===== config.mk =====
export PLATFORM = sky130hd
export DESIGN_NAME = servo_bus_reply_frame_receiver_unit
export DESIGN_NICKNAME = d
export VERILOG_FILES = /design/src/hw/rtl/sbrfr_pkg.sv /design/src/hw/rtl/servo_bus_reply_frame_receiver_unit.sv /design/src/hw/rtl/sbrfr_parser.sv
export VERILOG_INCLUDE_DIRS = /design/src /design/src/hw/rtl
export SDC_FILE = /design/constraint.sdc
export NUM_CORES = 1
export LEC_CHECK = 0
export ABC_CLOCK_PERIOD_IN_PS = 12850
export BUFFER_PORTS_ARGS = -buffer_cell sky130_fd_sc_hd__clkbuf_2
export CELL_PAD_IN_SITES_DETAIL_PLACEMENT = 0
export CELL_PAD_IN_SITES_GLOBAL_PLACEMENT = 1
export CORE_UTILIZATION = 31
export DETAILED_ROUTE_END_ITERATION = 10
export PLACE_DENSITY = 0.69
export SYNTH_ARGS = -nofsm -noshare
export SYNTH_HDL_FRONTEND = slang
export SYNTH_SLANG_ARGS = --single-unit

===== constraint.sdc =====
create_clock -name clk -period 12.85 [get_ports clk]
set_input_delay 1.9275 -clock clk [delete_from_list [all_inputs] [get_ports clk]]
set_output_delay 1.9275 -clock clk [all_outputs]
set_load 0.03 [all_outputs]

===== src/hw/rtl/servo_bus_reply_frame_receiver_unit_macros.svh =====
// Assertion macros for the servo bus reply frame receiver.
`ifndef SERVO_BUS_REPLY_FRAME_RECEIVER_UNIT_MACROS_SVH
`define SERVO_BUS_REPLY_FRAME_RECEIVER_UNIT_MACROS_SVH

`ifndef SYNTH

// Implication check, disabled while reset is asserted.
`define SBRFR_ASSERT(lbl, clk, rst_n, prop) \
	lbl: assert property (@(posedge clk) disable iff (!rst_n) prop) \
		else $error("sbrfr assertion failed");

// Condition that must never be seen at a clock edge.
`define SBRFR_NEVER(lbl, clk, rst_n, cond) \
	lbl: assert property (@(posedge clk) disable iff (!rst_n) !(cond)) \
		else $error("sbrfr forbidden condition seen");

`else

`define SBRFR_ASSERT(lbl, clk, rst_n, prop)
`define SBRFR_NEVER(lbl, clk, rst_n, cond)

`endif

`endif


===== src/hw/rtl/sbrfr_pkg.sv =====
// Types and constants shared by the servo bus reply frame receiver.
package sbrfr_pkg;

	// Command codes of an input beat.
	localparam logic [1:0] CMD_ARM  = 2'd0;
	localparam logic [1:0] CMD_BYTE = 2'd1;
	localparam logic [1:0] CMD_TICK = 2'd2;

	// Result status codes.
	localparam logic STATUS_OK      = 1'b0;
	localparam logic STATUS_TIMEOUT = 1'b1;

	localparam logic [7:0]  HDR_BYTE      = 8'h55;
	localparam logic [7:0]  MIN_LEN_EXCL  = 8'd3;
	localparam logic [15:0] TIMEOUT_RESET = 16'd200;

	localparam int LEN_W    = 4;
	localparam int TICK_W   = 16;
	localparam int NPARAM   = 4;
	localparam int FIRST_PARAM = 3;

	// APB register map.
	localparam int PADDR_W = 3;
	localparam int PDATA_W = 32;
	localparam logic REG_TIMEOUT = 1'b0;

	typedef struct packed {
		logic [1:0] cmd;
		logic [7:0] expected_id;
		logic [7:0] expected_command;
		logic [7:0] rx_byte;
	} item_t;

	typedef struct packed {
		logic             status;
		logic [LEN_W-1:0] frame_length;
		logic [7:0]       param_byte0;
		logic [7:0]       param_byte1;
		logic [7:0]       param_byte2;
		logic [7:0]       param_byte3;
	} result_t;

	// Control from the beat register to the parser.
	typedef struct packed {
		logic valid;
		logic step;
	} step_ctl_t;

	// Receiver state, one-hot.
	typedef enum logic [3:0] {
		ST_IDLE = 4'b0001,
		ST_HDR0 = 4'b0010,
		ST_HDR1 = 4'b0100,
		ST_BODY = 4'b1000
	} rx_state_t;

endpackage


===== src/hw/rtl/servo_bus_reply_frame_receiver_unit.sv =====
// Servo bus reply frame receiver: beat register, parser, result register, APB register.
// An accepted beat is held in the beat register; its result is then registered in the result register.
// Throughput: one beat per cycle; the beat register and the result register both
//   advance every cycle unless a finished result is held by result_ready.
// Reset (arst_n low, asynchronous): receiver idle and disarmed, both registers
//   empty, timeout_ticks back to 200. The frame store is not cleared.
module servo_bus_reply_frame_receiver_unit #(
	parameter int MAX_FRAME = 8
) (
	input  logic                            clk,
	input  logic                            arst_n,
	// input beats
	input  logic                            item_valid,
	output logic                            item_ready,
	input  sbrfr_pkg::item_t                item,
	// result beats
	output logic                            result_valid,
	input  logic                            result_ready,
	output sbrfr_pkg::result_t              result,
	// APB register port
	input  logic                            psel,
	input  logic                            penable,
	input  logic                            pwrite,
	input  logic [sbrfr_pkg::PADDR_W-1:0]   paddr,
	input  logic [sbrfr_pkg::PDATA_W-1:0]   pwdata,
	output logic [sbrfr_pkg::PDATA_W-1:0]   prdata,
	output logic                            pready
);

`include "servo_bus_reply_frame_receiver_unit_macros.svh"

	// Timeout register, bits [15:0] at offset 0.
	logic [sbrfr_pkg::TICK_W-1:0] timeout_q;
	logic                         reg_sel;

	assign pready  = 1'b1;
	assign reg_sel = (paddr[2] == sbrfr_pkg::REG_TIMEOUT);
	assign prdata  = reg_sel ? sbrfr_pkg::PDATA_W'(timeout_q) : '0;

	always_ff @(posedge clk or negedge arst_n) begin
		if (!arst_n) begin
			timeout_q <= sbrfr_pkg::TIMEOUT_RESET;
		end else if (psel && penable && pwrite && pready && reg_sel) begin
			timeout_q <= pwdata[sbrfr_pkg::TICK_W-1:0];
		end
	end

	// Stage 1: the accepted beat waits here while the parser works on it.
	logic                  s1_valid_q;
	sbrfr_pkg::item_t      item_s1;
	sbrfr_pkg::step_ctl_t  ctl;
	logic                  hit;
	sbrfr_pkg::result_t    res;
	logic                  out_free;
	logic                  advance;

	// Result slot is free when empty or being drained this cycle.
	assign out_free   = !result_valid || result_ready;
	// A beat that yields no result never waits on the output side.
	assign advance    = s1_valid_q && (!hit || out_free);
	assign item_ready = !s1_valid_q || advance;
	assign ctl        = '{valid: s1_valid_q, step: advance};

	always_ff @(posedge clk or negedge arst_n) begin
		if (!arst_n) begin
			s1_valid_q <= 1'b0;
		end else if (item_ready) begin
			s1_valid_q <= item_valid;
		end
	end

	always_ff @(posedge clk) begin
		if (item_valid && item_ready) begin
			item_s1 <= item;
		end
	end

	sbrfr_parser #(
		.MAX_FRAME(MAX_FRAME)
	) u_parser (
		.clk           (clk),
		.arst_n        (arst_n),
		.ctl           (ctl),
		.item          (item_s1),
		.timeout_ticks (timeout_q),
		.hit           (hit),
		.res           (res)
	);

	// Stage 2: result register, held until the consumer takes it.
	always_ff @(posedge clk or negedge arst_n) begin
		if (!arst_n) begin
			result_valid <= 1'b0;
		end else begin
			result_valid <= (result_valid && !result_ready) || (advance && hit);
		end
	end

	always_ff @(posedge clk) begin
		if (advance && hit) begin
			result <= res;
		end
	end

	// A held beat is never dropped.
	`SBRFR_ASSERT(a_s1_hold, clk, arst_n, (s1_valid_q && !advance) |=> s1_valid_q)
	// Only a received byte or a tick can finish a frame.
	`SBRFR_ASSERT(a_hit_src, clk, arst_n,
		hit |-> (s1_valid_q && (item_s1.cmd == sbrfr_pkg::CMD_BYTE ||
		item_s1.cmd == sbrfr_pkg::CMD_TICK)))
	// A good frame has at least id, length, command, one more byte and checksum.
	`SBRFR_ASSERT(a_len_ok, clk, arst_n,
		(result_valid && result.status == sbrfr_pkg::STATUS_OK) |->
		(result.frame_length >= 4'd5 &&
		result.frame_length <= sbrfr_pkg::LEN_W'(MAX_FRAME)))
	// A timeout never reports frame content.
	`SBRFR_NEVER(a_tmo_clean, clk, arst_n,
		result_valid && result.status == sbrfr_pkg::STATUS_TIMEOUT &&
		result.frame_length != '0)

endmodule


===== src/hw/rtl/sbrfr_parser.sv =====
// Frame parser: receiver state, frame store and the per-beat result logic.
module sbrfr_parser #(
	parameter int MAX_FRAME = 8
) (
	input  logic                           clk,
	input  logic                           arst_n,
	input  sbrfr_pkg::step_ctl_t           ctl,
	input  sbrfr_pkg::item_t               item,
	input  logic [sbrfr_pkg::TICK_W-1:0]   timeout_ticks,
	output logic                           hit,
	output sbrfr_pkg::result_t             res
);

	localparam int POS_W = $clog2(MAX_FRAME + 1);
	localparam int IDX_W = $clog2(MAX_FRAME);
	localparam logic [POS_W-1:0] POS_MAX = POS_W'(MAX_FRAME);
	localparam logic [7:0] LEN_MAX = 8'(MAX_FRAME - 1);

	sbrfr_pkg::rx_state_t state_q, state_d;
	logic [POS_W-1:0]  pos_q, pos_d, pn;
	logic [7:0]        sum_q, sum_d;
	logic [7:0]        dl_q, dl_d;
	logic [7:0]        want_id_q, want_id_d;
	logic [7:0]        want_cmd_q, want_cmd_d;
	logic [sbrfr_pkg::TICK_W-1:0] idle_q, idle_d, idle_nx;
	logic [7:0]        store_q [MAX_FRAME];
	logic              store_we;
	logic              bad;
	logic [8:0]        dl_plus1, pn_ext;
	logic [7:0]        pb [sbrfr_pkg::NPARAM];
	logic [7:0]        d;

	assign d        = item.rx_byte;
	assign pn       = pos_q + POS_W'(1);
	assign pn_ext   = 9'(pn);
	assign dl_plus1 = {1'b0, dl_q} + 9'd1;
	assign idle_nx  = (idle_q != '1) ? idle_q + sbrfr_pkg::TICK_W'(1) : idle_q;

	// Parameter bytes of a finished frame; positions past the frame's payload or past the store read zero.
	for (genvar k = 0; k < sbrfr_pkg::NPARAM; k++) begin : g_param
		if (sbrfr_pkg::FIRST_PARAM + k < MAX_FRAME) begin : g_in
			assign pb[k] = (8'(sbrfr_pkg::FIRST_PARAM + k) < dl_q) ?
				store_q[sbrfr_pkg::FIRST_PARAM + k] : 8'h00;
		end else begin : g_out
			assign pb[k] = 8'h00;
		end
	end

	always_comb begin
		state_d    = state_q;
		pos_d      = pos_q;
		sum_d      = sum_q;
		dl_d       = dl_q;
		want_id_d  = want_id_q;
		want_cmd_d = want_cmd_q;
		idle_d     = idle_q;
		store_we   = 1'b0;
		bad        = 1'b0;
		hit        = 1'b0;
		res        = '0;
		if (ctl.valid) begin
			unique case (item.cmd)
				sbrfr_pkg::CMD_ARM: begin
					want_id_d  = item.expected_id;
					want_cmd_d = item.expected_command;
					state_d    = sbrfr_pkg::ST_HDR0;
					idle_d     = '0;
					pos_d      = '0;
					sum_d      = '0;
				end
				sbrfr_pkg::CMD_BYTE: begin
					if (state_q != sbrfr_pkg::ST_IDLE) begin
						idle_d = '0;
					end
					unique case (state_q)
						sbrfr_pkg::ST_IDLE: begin
						end
						sbrfr_pkg::ST_HDR0: begin
							state_d = (d == sbrfr_pkg::HDR_BYTE) ?
								sbrfr_pkg::ST_HDR1 : sbrfr_pkg::ST_HDR0;
							pos_d = '0;
							sum_d = '0;
						end
						sbrfr_pkg::ST_HDR1: begin
							state_d = (d == sbrfr_pkg::HDR_BYTE) ?
								sbrfr_pkg::ST_BODY : sbrfr_pkg::ST_HDR0;
							pos_d = '0;
							sum_d = '0;
						end
						sbrfr_pkg::ST_BODY: begin
							if (pos_q >= POS_MAX) begin
								bad = 1'b1;
							end else begin
								store_we = 1'b1;
								pos_d    = pn;
								priority if (pn == POS_W'(1)) begin
									bad = (d != want_id_q);
								end else if (pn == POS_W'(2)) begin
									bad  = (d <= sbrfr_pkg::MIN_LEN_EXCL) || (d > LEN_MAX);
									dl_d = d;
								end else if (pn == POS_W'(3)) begin
									bad = (d != want_cmd_q);
								end else if (pn_ext == dl_plus1) begin
									if (d == sum_q) begin
										hit              = 1'b1;
										res.status       = sbrfr_pkg::STATUS_OK;
										res.frame_length = sbrfr_pkg::LEN_W'(pn);
										res.param_byte0  = pb[0];
										res.param_byte1  = pb[1];
										res.param_byte2  = pb[2];
										res.param_byte3  = pb[3];
										state_d          = sbrfr_pkg::ST_IDLE;
										pos_d            = '0;
										sum_d            = '0;
									end else begin
										bad = 1'b1;
									end
								end else if (pn_ext > dl_plus1) begin
									bad = 1'b1;
								end else begin
								end
								if (!hit && !bad) begin
									sum_d = sum_q + d;
								end
							end
							if (bad) begin
								state_d = sbrfr_pkg::ST_HDR0;
								pos_d   = '0;
								sum_d   = '0;
							end
						end
						default: begin
						end
					endcase
				end
				sbrfr_pkg::CMD_TICK: begin
					if (state_q != sbrfr_pkg::ST_IDLE) begin
						idle_d = idle_nx;
						if (idle_nx >= timeout_ticks) begin
							hit        = 1'b1;
							res.status = sbrfr_pkg::STATUS_TIMEOUT;
							state_d    = sbrfr_pkg::ST_IDLE;
							idle_d     = '0;
							pos_d      = '0;
							sum_d      = '0;
						end
					end
				end
				default: begin
				end
			endcase
		end
	end

	always_ff @(posedge clk or negedge arst_n) begin
		if (!arst_n) begin
			state_q    <= sbrfr_pkg::ST_IDLE;
			pos_q      <= '0;
			sum_q      <= '0;
			dl_q       <= '0;
			want_id_q  <= '0;
			want_cmd_q <= '0;
			idle_q     <= '0;
		end else if (ctl.step) begin
			state_q    <= state_d;
			pos_q      <= pos_d;
			sum_q      <= sum_d;
			dl_q       <= dl_d;
			want_id_q  <= want_id_d;
			want_cmd_q <= want_cmd_d;
			idle_q     <= idle_d;
		end
	end

	// Store holds the body bytes of the frame, id through checksum; an entry is always written before it is read.
	always_ff @(posedge clk) begin
		if (ctl.step && store_we) begin
			store_q[pos_q[IDX_W-1:0]] <= d;
		end
	end

endmodule

; ---- After elaboration in Yosys (flattened, before gate mapping)
; Memories as Yosys holds them, arrays and structs flattened.
; Index checks and enable logic that the tools add are counted.
[classes]
add_sub_neg = 4
n_lt_le_gt_ge = 9
n_eq_ne = 31
muxes = 89
n_bitwise = 12
reduce_logical = 34
[op_table]
columns = op, n
row1 = two-way mux 37 bit, 6
row2 = two-way mux 8 bit, 14
row3 = two-way mux 16 bit, 5
row4 = two-way mux 4 bit, 19
row5 = case mux 16 bit (3 select lines), 1
row6 = OR reduction 10 bit, 4
row7 = two-way mux 36 bit, 1
row8 = case mux 4 bit (3 select lines), 3
row9 = two-way mux 1 bit, 34
row10 = less-than comparator 3 x 8 -> 1 bit (first input constant), 3
row11 = case mux 8 bit (3 select lines), 1
row12 = AND reduction 12 bit, 2
row13 = inequality test 4 bit (second input constant), 5
row14 = adder 16 x 1 -> 16 bit (second input constant), 1
row15 = >= comparator 16 bit, 1
row16 = inequality test 16 bit (second input constant), 1
row17 = inequality test 8 bit, 2
row18 = case mux 8 bit (2 select lines), 1
row19 = inequality test 5 bit (second input constant), 3
row20 = AND reduction 7 bit, 2
row21 = equality test 4 x 2 -> 1 bit (second input constant), 3
row22 = NOT 1 bit, 12
row23 = inequality test 5 x 2 -> 1 bit (second input constant), 2
row24 = adder 8 x 1 -> 9 bit (second input constant), 1
row25 = 31 further kinds, 52
[totals]
ff_bits = 137
ramBits = 64
inputBits = 68
out_inout_bits = 72
elab_cells = 200
memories = 1
[mem_list]
columns = name, depth, word_bits, rd, rd_ports_with_merged_regs, write_ports, line
row1 = u_parser.store_q, 8, 8, 4, 0, 1, sbrfr_parser.sv:26  ; logic [7:0] store_q [MAX_FRAME];

; ---- Logic depth before layout (Yosys ltp)
[depth]
depth_word = 20
ltp_mapped = 19
depth_no_buf = 14

; ---- Modules after synthesis
; A second synthesis with hierarchy kept.
[hier_totals]
hier_cells = 667
area_unflattened_um2 = 8321.7
[modules_own_cells]
columns = module, instances, cells_each, area_per_inst_um2
row1 = sbrfr_parser, 1, 524, 5427.7
row2 = servo_bus_reply_frame_receiver_unit, 1, 143, 2894.0

; ---- Least setup slack after synthesis
; No wires, ideal clock.
[synth_path]
kind = reg2out
from = register u_parser.idle_q[4] (netlist bit)
to = output item_ready
t_arrival_ns = 3.485
required_time_ns = 10.922
slack_ns = 7.438
stages_incl_launch_ff = 15
path_buffers = 2
path_cell_list = dfrtp_1 buf_2 nand3_1 or4_1 or3_1 clkbuf_1 nor2b_1 and3_1 xor2_1 ha_1 a21oi_1 nand2_1 nor3_1 o2bb2ai_1 o21a_2
[synth_between]
elab_chain_len = 11
word_cells_on_any_way = 12
classes_between = add/sub: 1 / order compare: 1 / eq/ne: 1 / mux: 5 / reduce/logical: 4
[synth_lines]
columns = element, line
row1 = start: declaration, sbrfr_parser.sv:25  ; logic [sbrfr_pkg::TICK_W-1:0] idle_q, idle_d, idle_nx;
row2 = start signal: assignment, sbrfr_parser.sv:171  ; idle_q <= idle_d;
row3 = adder 16 x 1 -> 16 bit or inequality test 16 bit (tied branches), sbrfr_parser.sv:37  ; assign idle_nx = (idle_q != '1) ? idle_q + sbrfr_pkg::TICK_W'(1) : idle_q;
row4 = two-way mux 16 bit (*), sbrfr_parser.sv:37
row5 = >= comparator 16 bit (*), sbrfr_parser.sv:139  ; if (idle_nx >= timeout_ticks) begin
row6 = two-way mux 1 bit (*), sbrfr_parser.sv:139
row7 = two-way mux 1 bit (*), sbrfr_parser.sv:137  ; if (state_q != sbrfr_pkg::ST_IDLE) begin
row8 = case mux 1 bit (2 select lines) (*), sbrfr_parser.sv:62  ; unique case (item.cmd)
row9 = two-way mux 1 bit (*), sbrfr_parser.sv:61  ; if (ctl.valid) begin
row10 = zero test 1 bit (*), servo_bus_reply_frame_receiver_unit.sv:60  ; assign advance = s1_valid_q && (!hit || out_free);
row11 = logical OR 1 bit (*), servo_bus_reply_frame_receiver_unit.sv:60
row12 = logical AND 1 bit (*), servo_bus_reply_frame_receiver_unit.sv:60
row13 = logical OR 1 bit (*), servo_bus_reply_frame_receiver_unit.sv:61  ; assign item_ready = !s1_valid_q || advance;
row14 = end: declaration, servo_bus_reply_frame_receiver_unit.sv:14  ; output logic item_ready,
; Mark *: on every way between the ends. The rest lies on a longest branch, timed or not.

; ---- Worst setup path in the final report
; Ends and elaborated chain as after synthesis.

==> results.toml <==
[outcome]
status = "finished with violations"
violations = "DRC"

[floorplan]
core_area_um2 = 26210
die_y_um = 166.0
start_util_pct = 31.83
ios = 140
chipWidth_um = 166.0
die_area_um2 = 27560
placement_rows = 59

[synthesis]
synthMostInstantiatedCell = "edfxtp_1"
seq_area_frac_synth_pct = 56.47
synth_top_family_by_area = "simple AND/OR/NAND/NOR gates"
synth_area_um2 = 8340
yosys.area_share.xor_xnor_pct = 3.675
synth_ff_type = "edfxtp_1"
synthMuxAreaShare_pct = 7.276
yosysTopAreaCellShare_pct = 34.20
synth_edf_count = 95
yosys.area_share.simple_pct = 13.98
ys_types = 77
synth_common_cells = "edfxtp_1 (95), dfrtp_1 (70), and2_1 (41)"
synth_compound_area_share_pct = 8.131
async_flop_share_pct = 43.79
synth_top_area_cell = "edfxtp_1"
yosys-top-cells-area = "edfxtp_1 (34%), dfrtp_1 (21%), ha_1 (5.7%)"
synth_seq_cells = 169
yosysWarningCount = 0
synth_cells = 667
syn_area_per_cell_um2 = 12.50
synth_adder_area_share_pct = 5.941

[finish]
fillCellCount = 2564
fin_nets = 878
fin_cells = 1119
final_design_area_no_fill_um2 = 9697
antennaDiodeCount = 0
final_layout_size_suffix_gt1_share_pct = 24.62
area_growth_pct = 16.26

[worst_setup_path]
crit_path_end_kind = "primary output"
crit_type = "flop to primary output"
path_cells = "nand3_1 -> or4_1 -> or3_1 -> nor2b_1 -> and3_1 -> xor2_1 -> ha_1 -> a21oi_1 -> a31oi_1 -> o2bb2ai_1 -> o21a_2 -> clkbuf_2"
slowest_delay_ns = 0.62
cp-startpoint = "u_parser.idle_q[4]"
r2r_end = "u_parser.store_q[3][4]"
endpoint = "item_ready"
cp.required_ns = 10.92
crit_slowest_cell = "or4_1"
rr_worst_depth = 13
start_kind = "flop"
arrival_ns = 4.62
rrSetupSlack_ns = 7.30
critPathMaxFanout = 9
worstReg2RegStart = "u_parser.idle_q[4]"

[place]
pre_cts_slack_ns = 6.738
portBuffers = 104
postPlaceCellArea_um2 = 9116
place_hpwl_um = 12330
globalplace.congestion = 0.7778
dp_cells = 1087

[clocking]
cts-root-buf = "clkbuf_16"
cts_resized = 0
cts_tree = "yes"
clk_pin_slew_ns = 0.07
cts_setup_buffers = 0
cts_max_path_buffers = 2
ctsHoldBuffers = 0
clock_sinks = 169
cts-buffers-inserted = 17
htreeDepth = 4
clk_latency_ns = 0.43

[sta]
fin_ws_ns = 6.302
fmax_ghz = 0.1527
hold_viol_final = 0
hold_slack_ns = 0.4619
setup_viol = 0
grt_setup_unrepaired = "false"
worst_pin_slew_ns = 1.185
slew_violations = 0
slew_headroom_pct = 20.80
period_minus_slack_ns = 6.548
post-route-period-util_pct = 50.96
clock_skew_ns = 0.02039
tns_ns = 0

[routing]
drt-pass1-iter-count = 7
via_per_inst = 4.711
drcViolationCount = 9
postRouteAntennaNets = 0
routed_wl_um = 17680
wl_per_cell_um = 15.80
drtIter0Drc = 343
vias = 5272

[global_route]
grt_pass1_wl_um = 28710
overflow = 0
grt_pass1_vias = 5209
grt_max_degree = 75
grt_antenna_before_repair = 1
grt_usage_pct = 13.31

[min_path]
min_path_type = "flop to flop"

[power_and_ir_drop]
power_density_nw_per_um2 = 134.8
leakagePower_nw = 3.999
peakVddDrop_v = 0.00007438

[run]
maxCapViolCount = 0
==> per-layer routing <==
layer	vias up	track usage (%)	share of wire, %	wire length [um]
met5	-	0	0.074	13
met4	2	3.738	0.96	170
met3	14	2.717	3.4	604
met2	112	20.97	46	8101
met1	2537	18.49	50	8787
li1	2607	-	-	-
==> logic make-up after synthesis <==
| family | Yosys count |
|---|---|
| flops | 169 |
| xor+xnor | 35 |
| other cells | 2 |
| buf+inv | 70 |
| mux | 51 |
| compound gates | 95 |
| fa+ha+maj | 39 |
| simple gates | 206 |
==> worst min path at each step <==
stage | slack (ns) | cells after the start | from | endpoint
after floorplan | 0.44 | 1 | item_s1[8] | u_parser.want_cmd_q[0]
after global placement | 0.44 | 1 | item_s1[13] | u_parser.want_cmd_q[5]
after detailed placement | 0.45 | 1 | item_s1[13] | u_parser.want_cmd_q[5]
after CTS | 0.46 | 1 | item_s1[13] | u_parser.want_cmd_q[5]
after global routing | 0.49 | 1 | item_s1[18] | u_parser.want_id_q[2]
final | 0.46 | 1 | item_s1[13] | u_parser.want_cmd_q[5]
==> state kept, by name, indices dropped and copies added, names as in the netlist <==
| signal | count |
|---|---|
| u_parser.state_q | 4 |
| u_parser.sum_q | 8 |
| timeout_q | 16 |
| u_parser.store_q | 32 |
| u_parser.idle_q | 16 |
| result | 37 |
| item_s1 | 26 |
| u_parser.want_id_q | 8 |
| s1_valid_q | 1 |
| result_valid | 1 |
| u_parser.pos_q | 4 |
| u_parser.dl_q | 8 |
| u_parser.want_cmd_q | 8 |
==> critical path, delay by kind of cell (launching register included) <==
kind / cells / cell delay, ns
adder cells (fa/ha/maj): 1 / 0.33
XOR/XNOR: 1 / 0.17
buffers and inverters: 1 / 0.25
AO/OA/AOI/OAI: 4 / 1.12
AND/OR/NAND/NOR: 5 / 1.82
flip-flops: 1 / 0.48
==> power by group <==
| part | internal, mW | switching, mW | total [mW] |
|---|---|---|---|
| logic | 0.0663 | 0.0884 | 0.155 |
| clock network | 0.276 | 0.239 | 0.515 |
| registers | 0.607 | 0.0297 | 0.637 |
==> stage by stage <==
stage | util (%) | power, mW
6_report | 37.00 | 1.307
5_1_grt | 37.00 | 1.370
4_1_cts | 37.00 | 1.326
3_5_place_dp | 34.79 | 0.8051
3_3_place_gp | 34.79 | 0.8025
2_1_floorplan | - | 0.7609
==> cell type report <==
cell class,count,area [um2],share of cell area [%]
Sequential cell,169,4710,48.57
Multi-Input combinational cell,443,3324,34.28
Timing Repair Buffer,106,535.5,5.523
Clock buffer,18,429.2,4.426
Tap cell,335,419.2,4.323
Clock inverter,14,151.4,1.561
Inverter,34,127.6,1.316
==> cell usage in the layout (no fill, tap or decap), types with 3 or more instances in the layout <==
cell / netlist / final
nand2b_1: 3 / 3
or2_2: 4 / 4
and4_1: 4 / 4
a31oi_1: 8 / 8
a21oi_1: 16 / 16
mux2_4: 10 / 10
and2_1: 41 / 41
nor4_1: 4 / 4
nand4_1: 7 / 7
nand3_1: 18 / 18
conb_1: 2 / 17
o2bb2ai_1: 3 / 3
mux2_1: 10 / 10
inv_6: 0 / 4
o211ai_1: 8 / 8
edfxtp_1: 95 / 95
mux2i_1: 4 / 4
xor2_1: 23 / 23
mux2_2: 27 / 27
ha_1: 38 / 38
o21ai_0: 14 / 14
nor2b_1: 8 / 8
dfstp_2: 4 / 4
clkbuf_2: 0 / 103
a22o_1: 9 / 9
a21o_1: 6 / 6
xnor2_1: 12 / 12
nand2_1: 29 / 29
a21boi_0: 5 / 5
nor2_1: 38 / 37
clkbuf_16: 0 / 17
clkinvlp_4: 0 / 4
dfrtp_1: 70 / 70
nor3_1: 13 / 13
inv_1: 34 / 34
or3_1: 5 / 5
a32o_1: 5 / 5
inv_8: 0 / 5
and3_1: 10 / 10
Note: power is estimated with default switching activity, not from simulation.
